File: src/design/assert_macros.svh
// Assertion macros shared by the rank successor search RTL.
`ifndef ASSERT_MACROS_SVH
`define ASSERT_MACROS_SVH

// Condition holds at every clock edge out of reset.
`define RSPS_ASSERT(label, cond, msg) \
	label: assert property (@(posedge clk) disable iff (!arst_n) (cond)) else $error(msg);

// Same-cycle implication.
`define RSPS_ASSERT_IMP(label, ante, cons, msg) \
	label: assert property (@(posedge clk) disable iff (!arst_n) (ante) |-> (cons)) \
		else $error(msg);

// Next-cycle implication.
`define RSPS_ASSERT_NXT(label, ante, cons, msg) \
	label: assert property (@(posedge clk) disable iff (!arst_n) (ante) |=> (cons)) \
		else $error(msg);

`endif

File: src/design/rsps_pkg.sv
// Shared types and constants of the rank successor position search.
`timescale 1ns / 1ps
`default_nettype none

package rsps_pkg;

	localparam int RANK_W          = 9;
	localparam int POS_W           = 9;
	localparam int DEF_MAX_ENTRIES = 512;
	localparam int QUEUE_DEPTH     = 4;
	localparam int IN_TDATA_W      = 16;
	localparam int IN_TUSER_W      = 2;
	localparam int OUT_W           = POS_W + 2;
	localparam int OUT_TDATA_W     = 16;
	localparam int OUT_PAD_W       = OUT_TDATA_W - OUT_W;

	typedef enum logic [1:0] {
		CMD_APPEND = 2'd0,
		CMD_SUCC   = 2'd1,
		CMD_MIN    = 2'd2,
		CMD_CLEAR  = 2'd3
	} cmd_t;

	// decoded command word carried through the queue
	typedef struct packed {
		cmd_t              cmd;
		logic              is_query;
		logic [RANK_W-1:0] rank;
	} op_t;

	typedef struct packed {
		logic full;
		logic empty;
	} fifo_stat_t;

	// result word, position in the low bits
	typedef struct packed {
		logic             empty_res;
		logic             wrapped;
		logic [POS_W-1:0] position;
	} result_t;

endpackage

`default_nettype wire

File: src/design/rsps_ram.sv
// Generic single-write, single-read RAM with registered read data.
`timescale 1ns / 1ps
`default_nettype none

module rsps_ram #(
	parameter int WIDTH = 9,
	parameter int DEPTH = 512,
	localparam int AW = (DEPTH > 1) ? $clog2(DEPTH) : 1
) (
	input  wire logic             clk,
	input  wire logic             wr_en,
	input  wire logic [AW-1:0]    wr_addr,
	input  wire logic [WIDTH-1:0] wr_data,
	input  wire logic             rd_en,
	input  wire logic [AW-1:0]    rd_addr,
	output logic      [WIDTH-1:0] rd_data
);

	logic [WIDTH-1:0] mem_q [DEPTH];

	always_ff @(posedge clk) begin
		if (wr_en) begin
			mem_q[wr_addr] <= wr_data;
		end
		if (rd_en) begin
			rd_data <= mem_q[rd_addr];
		end
	end

endmodule

`default_nettype wire

File: src/design/rsps_front.sv
// Front end: takes input words, decodes the command and feeds the queue.
`timescale 1ns / 1ps
`default_nettype none

module rsps_front import rsps_pkg::*; (
	input  wire logic                  clk,
	input  wire logic                  arst_n,
	input  wire logic                  s_tvalid,
	output logic                       s_tready,
	input  wire logic [IN_TDATA_W-1:0] s_tdata,
	input  wire logic [IN_TUSER_W-1:0] s_tuser,
	input  wire fifo_stat_t            q_stat,
	output logic                       q_push,
	output op_t                        q_op
);

	logic valid_s1;
	op_t  op_s1;
	cmd_t cmd;

	assign cmd      = cmd_t'(s_tuser);
	assign q_push   = valid_s1 && !q_stat.full;
	assign s_tready = !valid_s1 || !q_stat.full;
	assign q_op     = op_s1;

	always_ff @(posedge clk or negedge arst_n) begin
		if (!arst_n) begin
			valid_s1 <= 1'b0;
		end else if (s_tready) begin
			valid_s1 <= s_tvalid;
		end
	end

	always_ff @(posedge clk) begin
		if (s_tready && s_tvalid) begin
			op_s1.cmd      <= cmd;
			op_s1.is_query <= (cmd == CMD_SUCC) || (cmd == CMD_MIN);
			op_s1.rank     <= s_tdata[RANK_W-1:0];
		end
	end

endmodule

`default_nettype wire

File: src/design/rsps_fifo.sv
// Short command queue between front and back end.
`timescale 1ns / 1ps
`default_nettype none

`include "assert_macros.svh"

module rsps_fifo import rsps_pkg::*; #(
	parameter int DEPTH = QUEUE_DEPTH,
	localparam int PW = (DEPTH > 1) ? $clog2(DEPTH) : 1,
	localparam int CW = $clog2(DEPTH + 1)
) (
	input  wire logic clk,
	input  wire logic arst_n,
	input  wire logic push,
	input  wire op_t  push_op,
	input  wire logic pop,
	output op_t       head_op,
	output fifo_stat_t stat
);

	op_t           slot_q [DEPTH];
	logic [PW-1:0] wr_ptr_q;
	logic [PW-1:0] rd_ptr_q;
	logic [CW-1:0] fill_q;

	assign stat.full  = (fill_q == CW'(DEPTH));
	assign stat.empty = (fill_q == '0);
	assign head_op    = slot_q[rd_ptr_q];

	always_ff @(posedge clk or negedge arst_n) begin
		if (!arst_n) begin
			wr_ptr_q <= '0;
			rd_ptr_q <= '0;
			fill_q   <= '0;
		end else begin
			if (push) begin
				wr_ptr_q <= (wr_ptr_q == PW'(DEPTH - 1)) ? '0 : wr_ptr_q + 1'b1;
			end
			if (pop) begin
				rd_ptr_q <= (rd_ptr_q == PW'(DEPTH - 1)) ? '0 : rd_ptr_q + 1'b1;
			end
			if (push && !pop) begin
				fill_q <= fill_q + 1'b1;
			end else if (pop && !push) begin
				fill_q <= fill_q - 1'b1;
			end
		end
	end

	always_ff @(posedge clk) begin
		if (push) begin
			slot_q[wr_ptr_q] <= push_op;
		end
	end

	`RSPS_ASSERT_IMP(a_no_overflow, push, !stat.full, "push into full queue")
	`RSPS_ASSERT_IMP(a_no_underflow, pop, !stat.empty, "pop from empty queue")
	`RSPS_ASSERT_NXT(a_fill_grows, push && !pop && !stat.full, !stat.empty,
		"queue empty after push")

endmodule

`default_nettype wire

File: src/design/rsps_back.sv
// Back end: holds the rank store, runs appends, clears and query scans.
`timescale 1ns / 1ps
`default_nettype none

`include "assert_macros.svh"

module rsps_back import rsps_pkg::*; #(
	parameter int MAX_ENTRIES = DEF_MAX_ENTRIES,
	localparam int AW = (MAX_ENTRIES > 1) ? $clog2(MAX_ENTRIES) : 1,
	localparam int CW = $clog2(MAX_ENTRIES + 1),
	localparam int EXT_W = AW + POS_W
) (
	input  wire logic                   clk,
	input  wire logic                   arst_n,
	input  wire op_t                    head_op,
	input  wire fifo_stat_t             q_stat,
	output logic                        q_pop,
	output logic                        m_tvalid,
	input  wire logic                   m_tready,
	output logic [OUT_TDATA_W-1:0]      m_tdata
);

	typedef enum logic [1:0] {
		ST_IDLE,
		ST_SCAN,
		ST_FINISH
	} state_t;

	state_t            state_q;
	logic [CW-1:0]     count_q;
	logic [POS_W-1:0]  last_pos_q;
	logic              out_valid_q;
	result_t           out_q;

	logic [RANK_W-1:0] key_q;
	logic              use_key_q;
	logic              issuing_q;
	logic [AW-1:0]     rd_idx_q;
	logic              rd_valid_s1;
	logic              rd_last_s1;
	logic [AW-1:0]     rd_idx_s1;

	logic [RANK_W-1:0] best_all_q;
	logic [AW-1:0]     pos_all_q;
	logic [RANK_W-1:0] best_key_q;
	logic [AW-1:0]     pos_key_q;
	logic              found_key_q;

	logic              wr_en;
	logic              rd_en;
	logic [RANK_W-1:0] rd_data;
	logic              store_full;
	logic              rd_is_last;
	logic              first;
	logic              gt_key;
	logic              res_load;
	logic [AW-1:0]     sel_pos;
	logic [EXT_W-1:0]  sel_pos_ext;
	logic [POS_W-1:0]  sel_pos_out;

	assign store_full = (count_q >= CW'(MAX_ENTRIES));
	assign q_pop      = (state_q == ST_IDLE) && !q_stat.empty &&
	                    (!head_op.is_query || !out_valid_q);
	assign wr_en      = q_pop && (head_op.cmd == CMD_APPEND) && !store_full;
	assign rd_en      = (state_q == ST_SCAN) && issuing_q;
	assign rd_is_last = (CW'(rd_idx_q) == count_q - 1'b1);

	// a result word loads at scan end or for a query on an empty store
	assign res_load   = (state_q == ST_FINISH) ||
	                    (q_pop && head_op.is_query && (count_q == '0));

	assign first  = (rd_idx_s1 == '0);
	assign gt_key = (rd_data > key_q);

	assign sel_pos     = (use_key_q && found_key_q) ? pos_key_q : pos_all_q;
	assign sel_pos_ext = EXT_W'(sel_pos);
	assign sel_pos_out = sel_pos_ext[POS_W-1:0];

	assign m_tvalid = out_valid_q;
	assign m_tdata  = {{OUT_PAD_W{1'b0}}, out_q};

	rsps_ram #(
		.WIDTH (RANK_W),
		.DEPTH (MAX_ENTRIES)
	) u_store (
		.clk     (clk),
		.wr_en   (wr_en),
		.wr_addr (count_q[AW-1:0]),
		.wr_data (head_op.rank),
		.rd_en   (rd_en),
		.rd_addr (rd_idx_q),
		.rd_data (rd_data)
	);

	always_ff @(posedge clk or negedge arst_n) begin
		if (!arst_n) begin
			state_q     <= ST_IDLE;
			count_q     <= '0;
			last_pos_q  <= '0;
			out_valid_q <= 1'b0;
			out_q       <= '0;
			key_q       <= '0;
			use_key_q   <= 1'b0;
			issuing_q   <= 1'b0;
			rd_idx_q    <= '0;
			rd_valid_s1 <= 1'b0;
			rd_last_s1  <= 1'b0;
			rd_idx_s1   <= '0;
			best_all_q  <= '0;
			pos_all_q   <= '0;
			best_key_q  <= '0;
			pos_key_q   <= '0;
			found_key_q <= 1'b0;
		end else begin
			rd_valid_s1 <= rd_en;
			if (res_load) begin
				out_valid_q <= 1'b1;
			end else if (m_tready) begin
				out_valid_q <= 1'b0;
			end
			unique case (state_q)
				ST_IDLE: begin
					if (q_pop) begin
						unique case (head_op.cmd)
							CMD_APPEND: begin
								if (!store_full) begin
									count_q <= count_q + 1'b1;
								end
							end
							CMD_CLEAR: begin
								count_q <= '0;
							end
							CMD_SUCC, CMD_MIN: begin
								if (count_q == '0) begin
									out_q.position  <= last_pos_q;
									out_q.wrapped   <= 1'b0;
									out_q.empty_res <= 1'b1;
								end else begin
									key_q     <= head_op.rank;
									use_key_q <= (head_op.cmd == CMD_SUCC);
									rd_idx_q  <= '0;
									issuing_q <= 1'b1;
									state_q   <= ST_SCAN;
								end
							end
							default: begin
							end
						endcase
					end
				end
				ST_SCAN: begin
					if (issuing_q) begin
						rd_idx_q   <= rd_idx_q + 1'b1;
						rd_idx_s1  <= rd_idx_q;
						rd_last_s1 <= rd_is_last;
						if (rd_is_last) begin
							issuing_q <= 1'b0;
						end
					end
					if (rd_valid_s1) begin
						// strict compares keep the lowest position on ties
						if (first || rd_data < best_all_q) begin
							best_all_q <= rd_data;
							pos_all_q  <= rd_idx_s1;
						end
						if (gt_key && (first || !found_key_q || rd_data < best_key_q)) begin
							best_key_q  <= rd_data;
							pos_key_q   <= rd_idx_s1;
							found_key_q <= 1'b1;
						end else if (first) begin
							found_key_q <= 1'b0;
						end
						if (rd_last_s1) begin
							state_q <= ST_FINISH;
						end
					end
				end
				ST_FINISH: begin
					out_q.position  <= sel_pos_out;
					out_q.wrapped   <= use_key_q && !found_key_q;
					out_q.empty_res <= 1'b0;
					last_pos_q      <= sel_pos_out;
					state_q         <= ST_IDLE;
				end
				default: begin
					state_q <= ST_IDLE;
				end
			endcase
		end
	end

	`RSPS_ASSERT(a_count_bound, count_q <= CW'(MAX_ENTRIES), "entry count above capacity")
	`RSPS_ASSERT_NXT(a_finish_out, state_q == ST_FINISH, out_valid_q,
		"scan finished without a result")
	`RSPS_ASSERT_IMP(a_query_slot, q_pop && head_op.is_query, !out_valid_q,
		"query started while result pending")

endmodule

`default_nettype wire

File: src/design/rank_successor_position_search.sv
// Top level of the rank successor position search.
//
//  channel  | dir | tdata                                | tuser
//  ---------+-----+--------------------------------------+------------
//  s_axis   | in  | [8:0] rank                           | [1:0] cmd
//  m_axis   | out | [8:0] position, [9] wrapped,         | -
//           |     | [10] empty_res                       |
//
// Timing: append and clear finish in the back end as they leave the queue; a
//   query scans the store one entry per cycle through the single read port
//   of the rank store. A query on an empty store loads its result without a
//   scan.
// Reset: control state only; the rank store holds no reset value and needs
//   no clearing pass, reads stay below the entry count.
// Stalls: a front register and a four-word queue keep taking words until it
//   fills while the back end scans or a result waits in the output register.
`timescale 1ns / 1ps
`default_nettype none

module rank_successor_position_search import rsps_pkg::*; #(
	parameter int MAX_ENTRIES = DEF_MAX_ENTRIES
) (
	input  wire logic                   clk,
	input  wire logic                   arst_n,
	// input words: tdata = rank [8:0]; tuser = cmd [1:0]
	input  wire logic                   s_tvalid,
	output logic                        s_tready,
	input  wire logic [IN_TDATA_W-1:0]  s_tdata,
	input  wire logic [IN_TUSER_W-1:0]  s_tuser,
	// result words: tdata = position [8:0], wrapped [9], empty_res [10]
	output logic                        m_tvalid,
	input  wire logic                   m_tready,
	output logic [OUT_TDATA_W-1:0]      m_tdata
);

	fifo_stat_t q_stat;
	logic       q_push;
	logic       q_pop;
	op_t        q_in_op;
	op_t        q_head_op;

	// decode and register each input word
	rsps_front u_front (
		.clk      (clk),
		.arst_n   (arst_n),
		.s_tvalid (s_tvalid),
		.s_tready (s_tready),
		.s_tdata  (s_tdata),
		.s_tuser  (s_tuser),
		.q_stat   (q_stat),
		.q_push   (q_push),
		.q_op     (q_in_op)
	);

	// decouples the front from the scanning back end
	rsps_fifo #(
		.DEPTH (QUEUE_DEPTH)
	) u_queue (
		.clk     (clk),
		.arst_n  (arst_n),
		.push    (q_push),
		.push_op (q_in_op),
		.pop     (q_pop),
		.head_op (q_head_op),
		.stat    (q_stat)
	);

	// rank store, entry count, scan and result register
	rsps_back #(
		.MAX_ENTRIES (MAX_ENTRIES)
	) u_back (
		.clk      (clk),
		.arst_n   (arst_n),
		.head_op  (q_head_op),
		.q_stat   (q_stat),
		.q_pop    (q_pop),
		.m_tvalid (m_tvalid),
		.m_tready (m_tready),
		.m_tdata  (m_tdata)
	);

endmodule

`default_nettype wire
File: config.mk
export PLATFORM = sky130hd
export DESIGN_NAME = rank_successor_position_search
export DESIGN_NICKNAME = d
export VERILOG_FILES = /design/src/design/rsps_pkg.sv /design/src/design/rsps_ram.sv /design/src/design/rsps_front.sv /design/src/design/rsps_fifo.sv /design/src/design/rsps_back.sv /design/src/design/rank_successor_position_search.sv
export VERILOG_INCLUDE_DIRS = /design/src /design/src/design
export SDC_FILE = /design/constraint.sdc
export NUM_CORES = 2
export LEC_CHECK = 0
export ABC_CLOCK_PERIOD_IN_PS = 13330
export BUFFER_PORTS_ARGS = -buffer_cell sky130_fd_sc_hd__buf_2
export CORE_ASPECT_RATIO = 1.1
export CORE_MARGIN = 2
export CORE_UTILIZATION = 41
export DETAILED_ROUTE_END_ITERATION = 7
export PLACE_DENSITY_LB_ADDON = 0.12
export SKIP_CTS_REPAIR_TIMING = 1
export SYNTH_ARGS = -nofsm -noshare
export SYNTH_HDL_FRONTEND = slang
export SYNTH_MEMORY_MAX_BITS = 65536
export SYNTH_SLANG_ARGS = --single-unit
File: constraint.sdc
create_clock -name clk -period 13.33 [get_ports clk]
set_input_delay 3.999 -clock clk [delete_from_list [all_inputs] [get_ports clk]]
set_output_delay 3.999 -clock clk [all_outputs]
set_load 0.1 [all_outputs]
; Word-level counts from Yosys, hierarchy flattened
; Memories as Yosys holds them, arrays and structs flattened. A register that Yosys moved wholly into a read port is not among the register bits.
; Cells that the tools add are included.
[classes]
n_addsub = 7
n_lt_le_gt_ge = 4
eq_ne = 19
muxes = 36
bitwise_logic = 1
reduce_logical = 52
[op_table]
columns = cell, n
row1 = 2-to-1 mux 9 bit, 5
row2 = 2-to-1 mux 11 bit, 3
row3 = one-hot mux 11 bit (2 select lines), 1
row4 = one-hot mux 10 bit (2 select lines), 1
row5 = less-than comparator 9 bit, 2
row6 = one-hot mux 9 bit (2 select lines), 1
row7 = AND reduction 4 bit, 4
row8 = logical AND 1 bit, 14
row9 = 2-to-1 mux 2 bit, 7
row10 = 2-to-1 mux 1 bit, 13
row11 = == test 2 bit (second input constant), 6
row12 = nonzero test 2 bit, 6
row13 = adder 10 x 1 -> 10 bit (second input constant), 1
row14 = == test 9 x 10 -> 1 bit, 1
row15 = greater-or-equal comparator 10 bit (second input constant), 1
row16 = logical NOT 10 bit, 1
row17 = 2-to-1 mux 10 bit, 1
row18 = AND reduction 5 bit, 2
row19 = subtractor 10 x 1 -> 10 bit (second input constant), 1
row20 = adder 9 x 1 -> 9 bit (second input constant), 1
row21 = greater-than comparator 9 bit, 1
row22 = logical NOT 1 bit, 9
row23 = logical NOT 9 bit, 1
row24 = AND reduction 3 bit, 3
row25 = other kinds (16), 33
[word_totals]
register_bits = 121
ram_bits = 4656
in_bits = 22
out_inout_bits = 18
word_cells = 147
mem_count = 2
[memory_table]
columns = name, words, word_bits, read_ports, rd_clocked_by_memory_dff, wr, line_no
row1 = u_back.u_store.mem_q, 512, 9, 1, 1, 1, rsps_ram.sv:19  ; logic [WIDTH-1:0] mem_q [DEPTH];
row2 = u_queue.slot_q, 4, 12, 1, 0, 1, rsps_fifo.sv:21  ; op_t slot_q [DEPTH];

; Logic depth before layout (Yosys ltp)
[logic_depth]
depth_word = 8
mapped_depth = 14
depth_no_buf = 10

; Modules after synthesis
; A second synthesis with hierarchy kept.
[hier_totals]
cells_unflattened = 9488
area_unflattened_um2 = 187492.3
[by_module_without_submodules]
columns = module, instances, cells_per_inst, area_each_um2, seq_area_each_um2
row1 = rsps_ram, 1, 8888, 179704.9, 138643.0
row2 = rsps_back, 1, 482, 5195.0, 2527.4
row3 = rsps_fifo, 1, 100, 2173.3, 1616.6
row4 = rsps_front, 1, 18, 419.2, 385.4

; Least setup slack after synthesis
; No wires, ideal clock.
[synth_timing]
path_kind = reg-to-reg
startpoint = reg u_queue.rd_ptr_q[0]
endpoint = mem u_back.u_store.mem_q[0][3], data pin
setup_time_ps = 905
arrival_time_ps = 4659
t_required_ps = 12425
slack_ps = 7767
stages_incl_launch_ff = 4
n_path_buf = 2
synth_period_minus_slack_ps = 5563
path_cell_list = dfrtp_1 > buf_2 > buf_1 > mux4_2
[synth_lines]
columns = item, line_no
row1 = start: declaration, rsps_fifo.sv:23  ; logic [PW-1:0] rd_ptr_q;
row2 = start signal: assignment, rsps_fifo.sv:40  ; rd_ptr_q <= (rd_ptr_q == PW'(DEPTH - 1)) ? '0 : rd_ptr_q + 1'b1;
row3 = end: declaration, rsps_ram.sv:19

==> run_results.csv <==
group,metric,value,unit
run_status,status,"finished with violations",
run_status,violations,"slew limit",
detailed_routing,avgRoutedWirePerCell,36.1,microns
yosys,ys_ff_latch,4786,
yosys,yosysWarnings,0,
yosys,synth_cells,8791,
timing,slew_headroom,-0.137,
floorplanning,io_pins,40,
worst_setup_path,critical_path.max_fanout,111,
worst_setup_path,critPathTopFamily,"buffers and inverters",
clocking,htree_levels,5,
clocking,cts.sinks,4786,
timing,worst_pin_slew,1.71,ns
grt,grtUsageTotal,0.240,
worst_setup_path,reg2reg_to,"u_back.u_store.rd_data[3]",
worst_setup_path,arrival,7.18,ns
final_layout,regArea,0.143,sq mm
timing,finalSetupViolCount,0,
final_layout,syn_to_final_growth,12.1,%
power,ir_drop,0.217,mV
clocking,cts_tree,"yes",
yosys,synth_edf_count,4677,
yosys,ys_seq_area_frac,0.770,
yosys,yosys.area.top_type,"edfxtp_1",
grt,grt-ovfl-total,0,
yosys,synthMuxAreaShare,0.153,
power,powerDensity,234,mW/mm^2
worst_setup_path,crit_buf_inv,4,
yosys,yosysTopAreaCellShare,0.755,
worst_setup_path,critPathLaunch,"u_back.rd_idx_q[1]",
timing,fin_setup_tns,0,ns
clocking,clock_latency,1.05,ns
floorplanning,die_y,710,microns
worst_setup_path,setup.worst_path.end,"u_back.u_store.rd_data[3]",
yosys,yosysMostFrequentCell,"edfxtp_1",
timing,max_freq,0.156,GHz
final_layout,fillCellCount,37800,
yosys,syn_area,0.186,sq mm
yosys,ys.flop_type,"edfxtp_1",
timing,drv_slew,147,
worst_setup_path,cpPeakStageDelay,0.92,ns
worst_setup_path,crit_path_top_delay_cell,"o21ai_1",
worst_setup_path,endpoint_kind,"flop",
floorplanning,rows,259,
clocking,cts_buffers,482,
timing,fin_crit_sh,0.480,
worst_setup_path,crit_chain,"buf_12, buf_4, buf_4, buf_4, mux4_2, a22oi_1, a21oi_1, o21ai_1, nand4_1, o32a_1",
timing,fin_crit,6.39,ns
yosys,synthDistinctLibCells,82,
final_layout,drive_gt1_frac,0.230,
grt,grt_max_degree,186,
yosys,synth_xor_area_frac,0.00118,
floorplanning,initial_core_util,0.411,
worst_setup_path,required,14.11,ns
clocking,root_buffer,"clkbuf_16",
place,dp_hpwl,334,mm
grt,grt_pass1_wl,766,mm
clocking,cts_buffer_depth,4,
clocking,path_clk_slew,0.06,ns
detailed_routing,vias_per_cell,5.95,
yosys,postSynthAreaPerCell,21.1,sq um
place,routabilityCongestion,0.814,
yosys,synth-adder-area-share,0.00273,
timing,timing.hold.ws,0.488,ns
yosys,synth.area.top_cells,"edfxtp_1, mux4_2, mux2i_1",
yosys,async_reset_ff_frac,0.0228,
job,cap_violations,0,
yosys,synthSimpleGateAreaFrac,0.0242,
worst_setup_path,critPathKind,"flop to flop",
floorplanning,core_area,0.452,sq mm
floorplanning,die_width,646,microns
grt,antenna_found_initial,30,
timing,finalHoldViolCount,0,
detailed_routing,drt_wl_total,556,mm
yosys,synth_compound_area_frac,0.0313,
timing,clock_skew,0.0668,ns
place,placed_cell_area,0.193,sq mm
place,port_buffers,27,
worst_setup_path,ff2ff_setup_slack,6.94,ns
worst_hold_path,hold_class,"flop to flop",
detailed_routing,firstDrtPassIters,7,
yosys,synth_common_cells,"edfxtp_1, mux4_2, nor2_1",
worst_setup_path,cpMostUsedCell,"buf_4",
detailed_routing,drt_iter0_drc,10400,
detailed_routing,ant_nets,0,
grt,grt_pass1_vias,93500,
worst_setup_path,r2r_start,"u_back.rd_idx_q[1]",
final_layout,nNetsFinal,9061,
detailed_routing,drc,0,
final_layout,multi_input_area,0.0398,sq mm
detailed_routing,vias,91700,
power,leakagePower,0.0648,uW
yosys,synth_top_family_by_area,"multiplexers",
floorplanning,dieArea,0.459,sq mm
worst_setup_path,start_kind,"flop",
final_layout,final_cell_area,0.208,sq mm
worst_setup_path,reg2reg_depth,10,
worst_setup_path,crit_cells,10,
timing,rsz0062_at_grt,"no",
[cells by family after synthesis]
kind of cell / count (synthesis)
buffers and inverters: 583
AOI/OAI and AO/OA: 833
xor gates and xnor gates: 25
DFF: 4786
other: 1
adders and majority gates: 40
muxes: 1464
and+or+nand+nor: 1059
[report_power, final]
group          total, uW  switching, uW  leakage [uW]  internal [uW]
Sequential         20100            300        0.0434          19800
Combinational      15200          10500        0.0138           4660
Clock              13500           5910       0.00754           7540
Total              48700          16700        0.0648          32000
[layout by cell type, fill, tap and decap left out, drive strengths merged, types with 66 or more instances in the layout]
| cell | n |
|---|---|
| a22oi | 154 |
| clkbuf | 618 |
| o21ai | 113 |
| nor3 | 72 |
| o22ai | 87 |
| a211oi | 66 |
| edfxtp | 4677 |
| nor2 | 601 |
| nand2 | 203 |
| buf | 262 |
| mux4 | 1095 |
| dfrtp | 109 |
| a21oi | 139 |
| mux2i | 306 |
| clkinv | 208 |
[layer usage]
metal,vias up,share of wire,GRT usage
met5,-,0.000056,0
met4,4,0.037,0.0809
met3,784,0.064,0.0352
met2,3446,0.49,0.399
met1,50300,0.41,0.326
li1,37200,-,-
[through the flow]
step | setup WS (ns) | total power (uW) | utilization | std cells
detailed placement | 6.89 | 35700 | 0.427 | 14500
CTS | 6.88 | 49100 | 0.461 | 15400
floorplan | 7.77 | 29700 | - | 8795
finish | 6.94 | 48700 | 0.461 | 15400
global placement | 6.92 | 35400 | 0.427 | 14500
global route | 6.84 | 50200 | 0.461 | 15400
[final cells by class]
type,instances,area share
antenna,10,0.000120
clock buffer,618,0.0614
clock inverter,275,0.0132
inverter,41,0.000774
multi-input combinational,3426,0.191
sequential,4786,0.687
tap,6003,0.0360
timing repair buffer,262,0.0103
[worst register-to-register path, cell delays in order, from the launching register on]
cell and delay [ns]:
dfrtp_4 0.70, buf_12 0.55, buf_4 0.80, buf_4 0.69, buf_4 0.63, mux4_2 0.41, a22oi_1 0.39, a21oi_1 0.13
o21ai_1 0.92, nand4_1 0.59, o32a_1 0.33
[how the worst min path moves through the flow]
stage	start	end	slack, ns	depth (start not counted)
6_report	u_back.last_pos_q[6]	u_back.last_pos_q[6]	0.49	2
5_1_grt	u_back.best_all_q[3]	u_back.best_all_q[3]	0.52	1
4_1_cts	u_back.last_pos_q[5]	u_back.last_pos_q[5]	0.49	2
3_5_place_dp	u_back.last_pos_q[6]	u_back.last_pos_q[6]	0.48	2
3_3_place_gp	u_back.m_tdata[10]	u_back.m_tdata[10]	0.47	1
2_1_floorplan	u_back.last_pos_q[0]	u_back.last_pos_q[0]	0.45	2
[flip-flops by register name (all words and copies together), names as in the netlist, 10 cells and up]
name and count:
u_back.m_tdata 11, u_back.count_q 10, u_back.u_store.mem_q 4608, u_queue.slot_q 48
u_front.q_op 12
(Power assumes the default switching activity.)
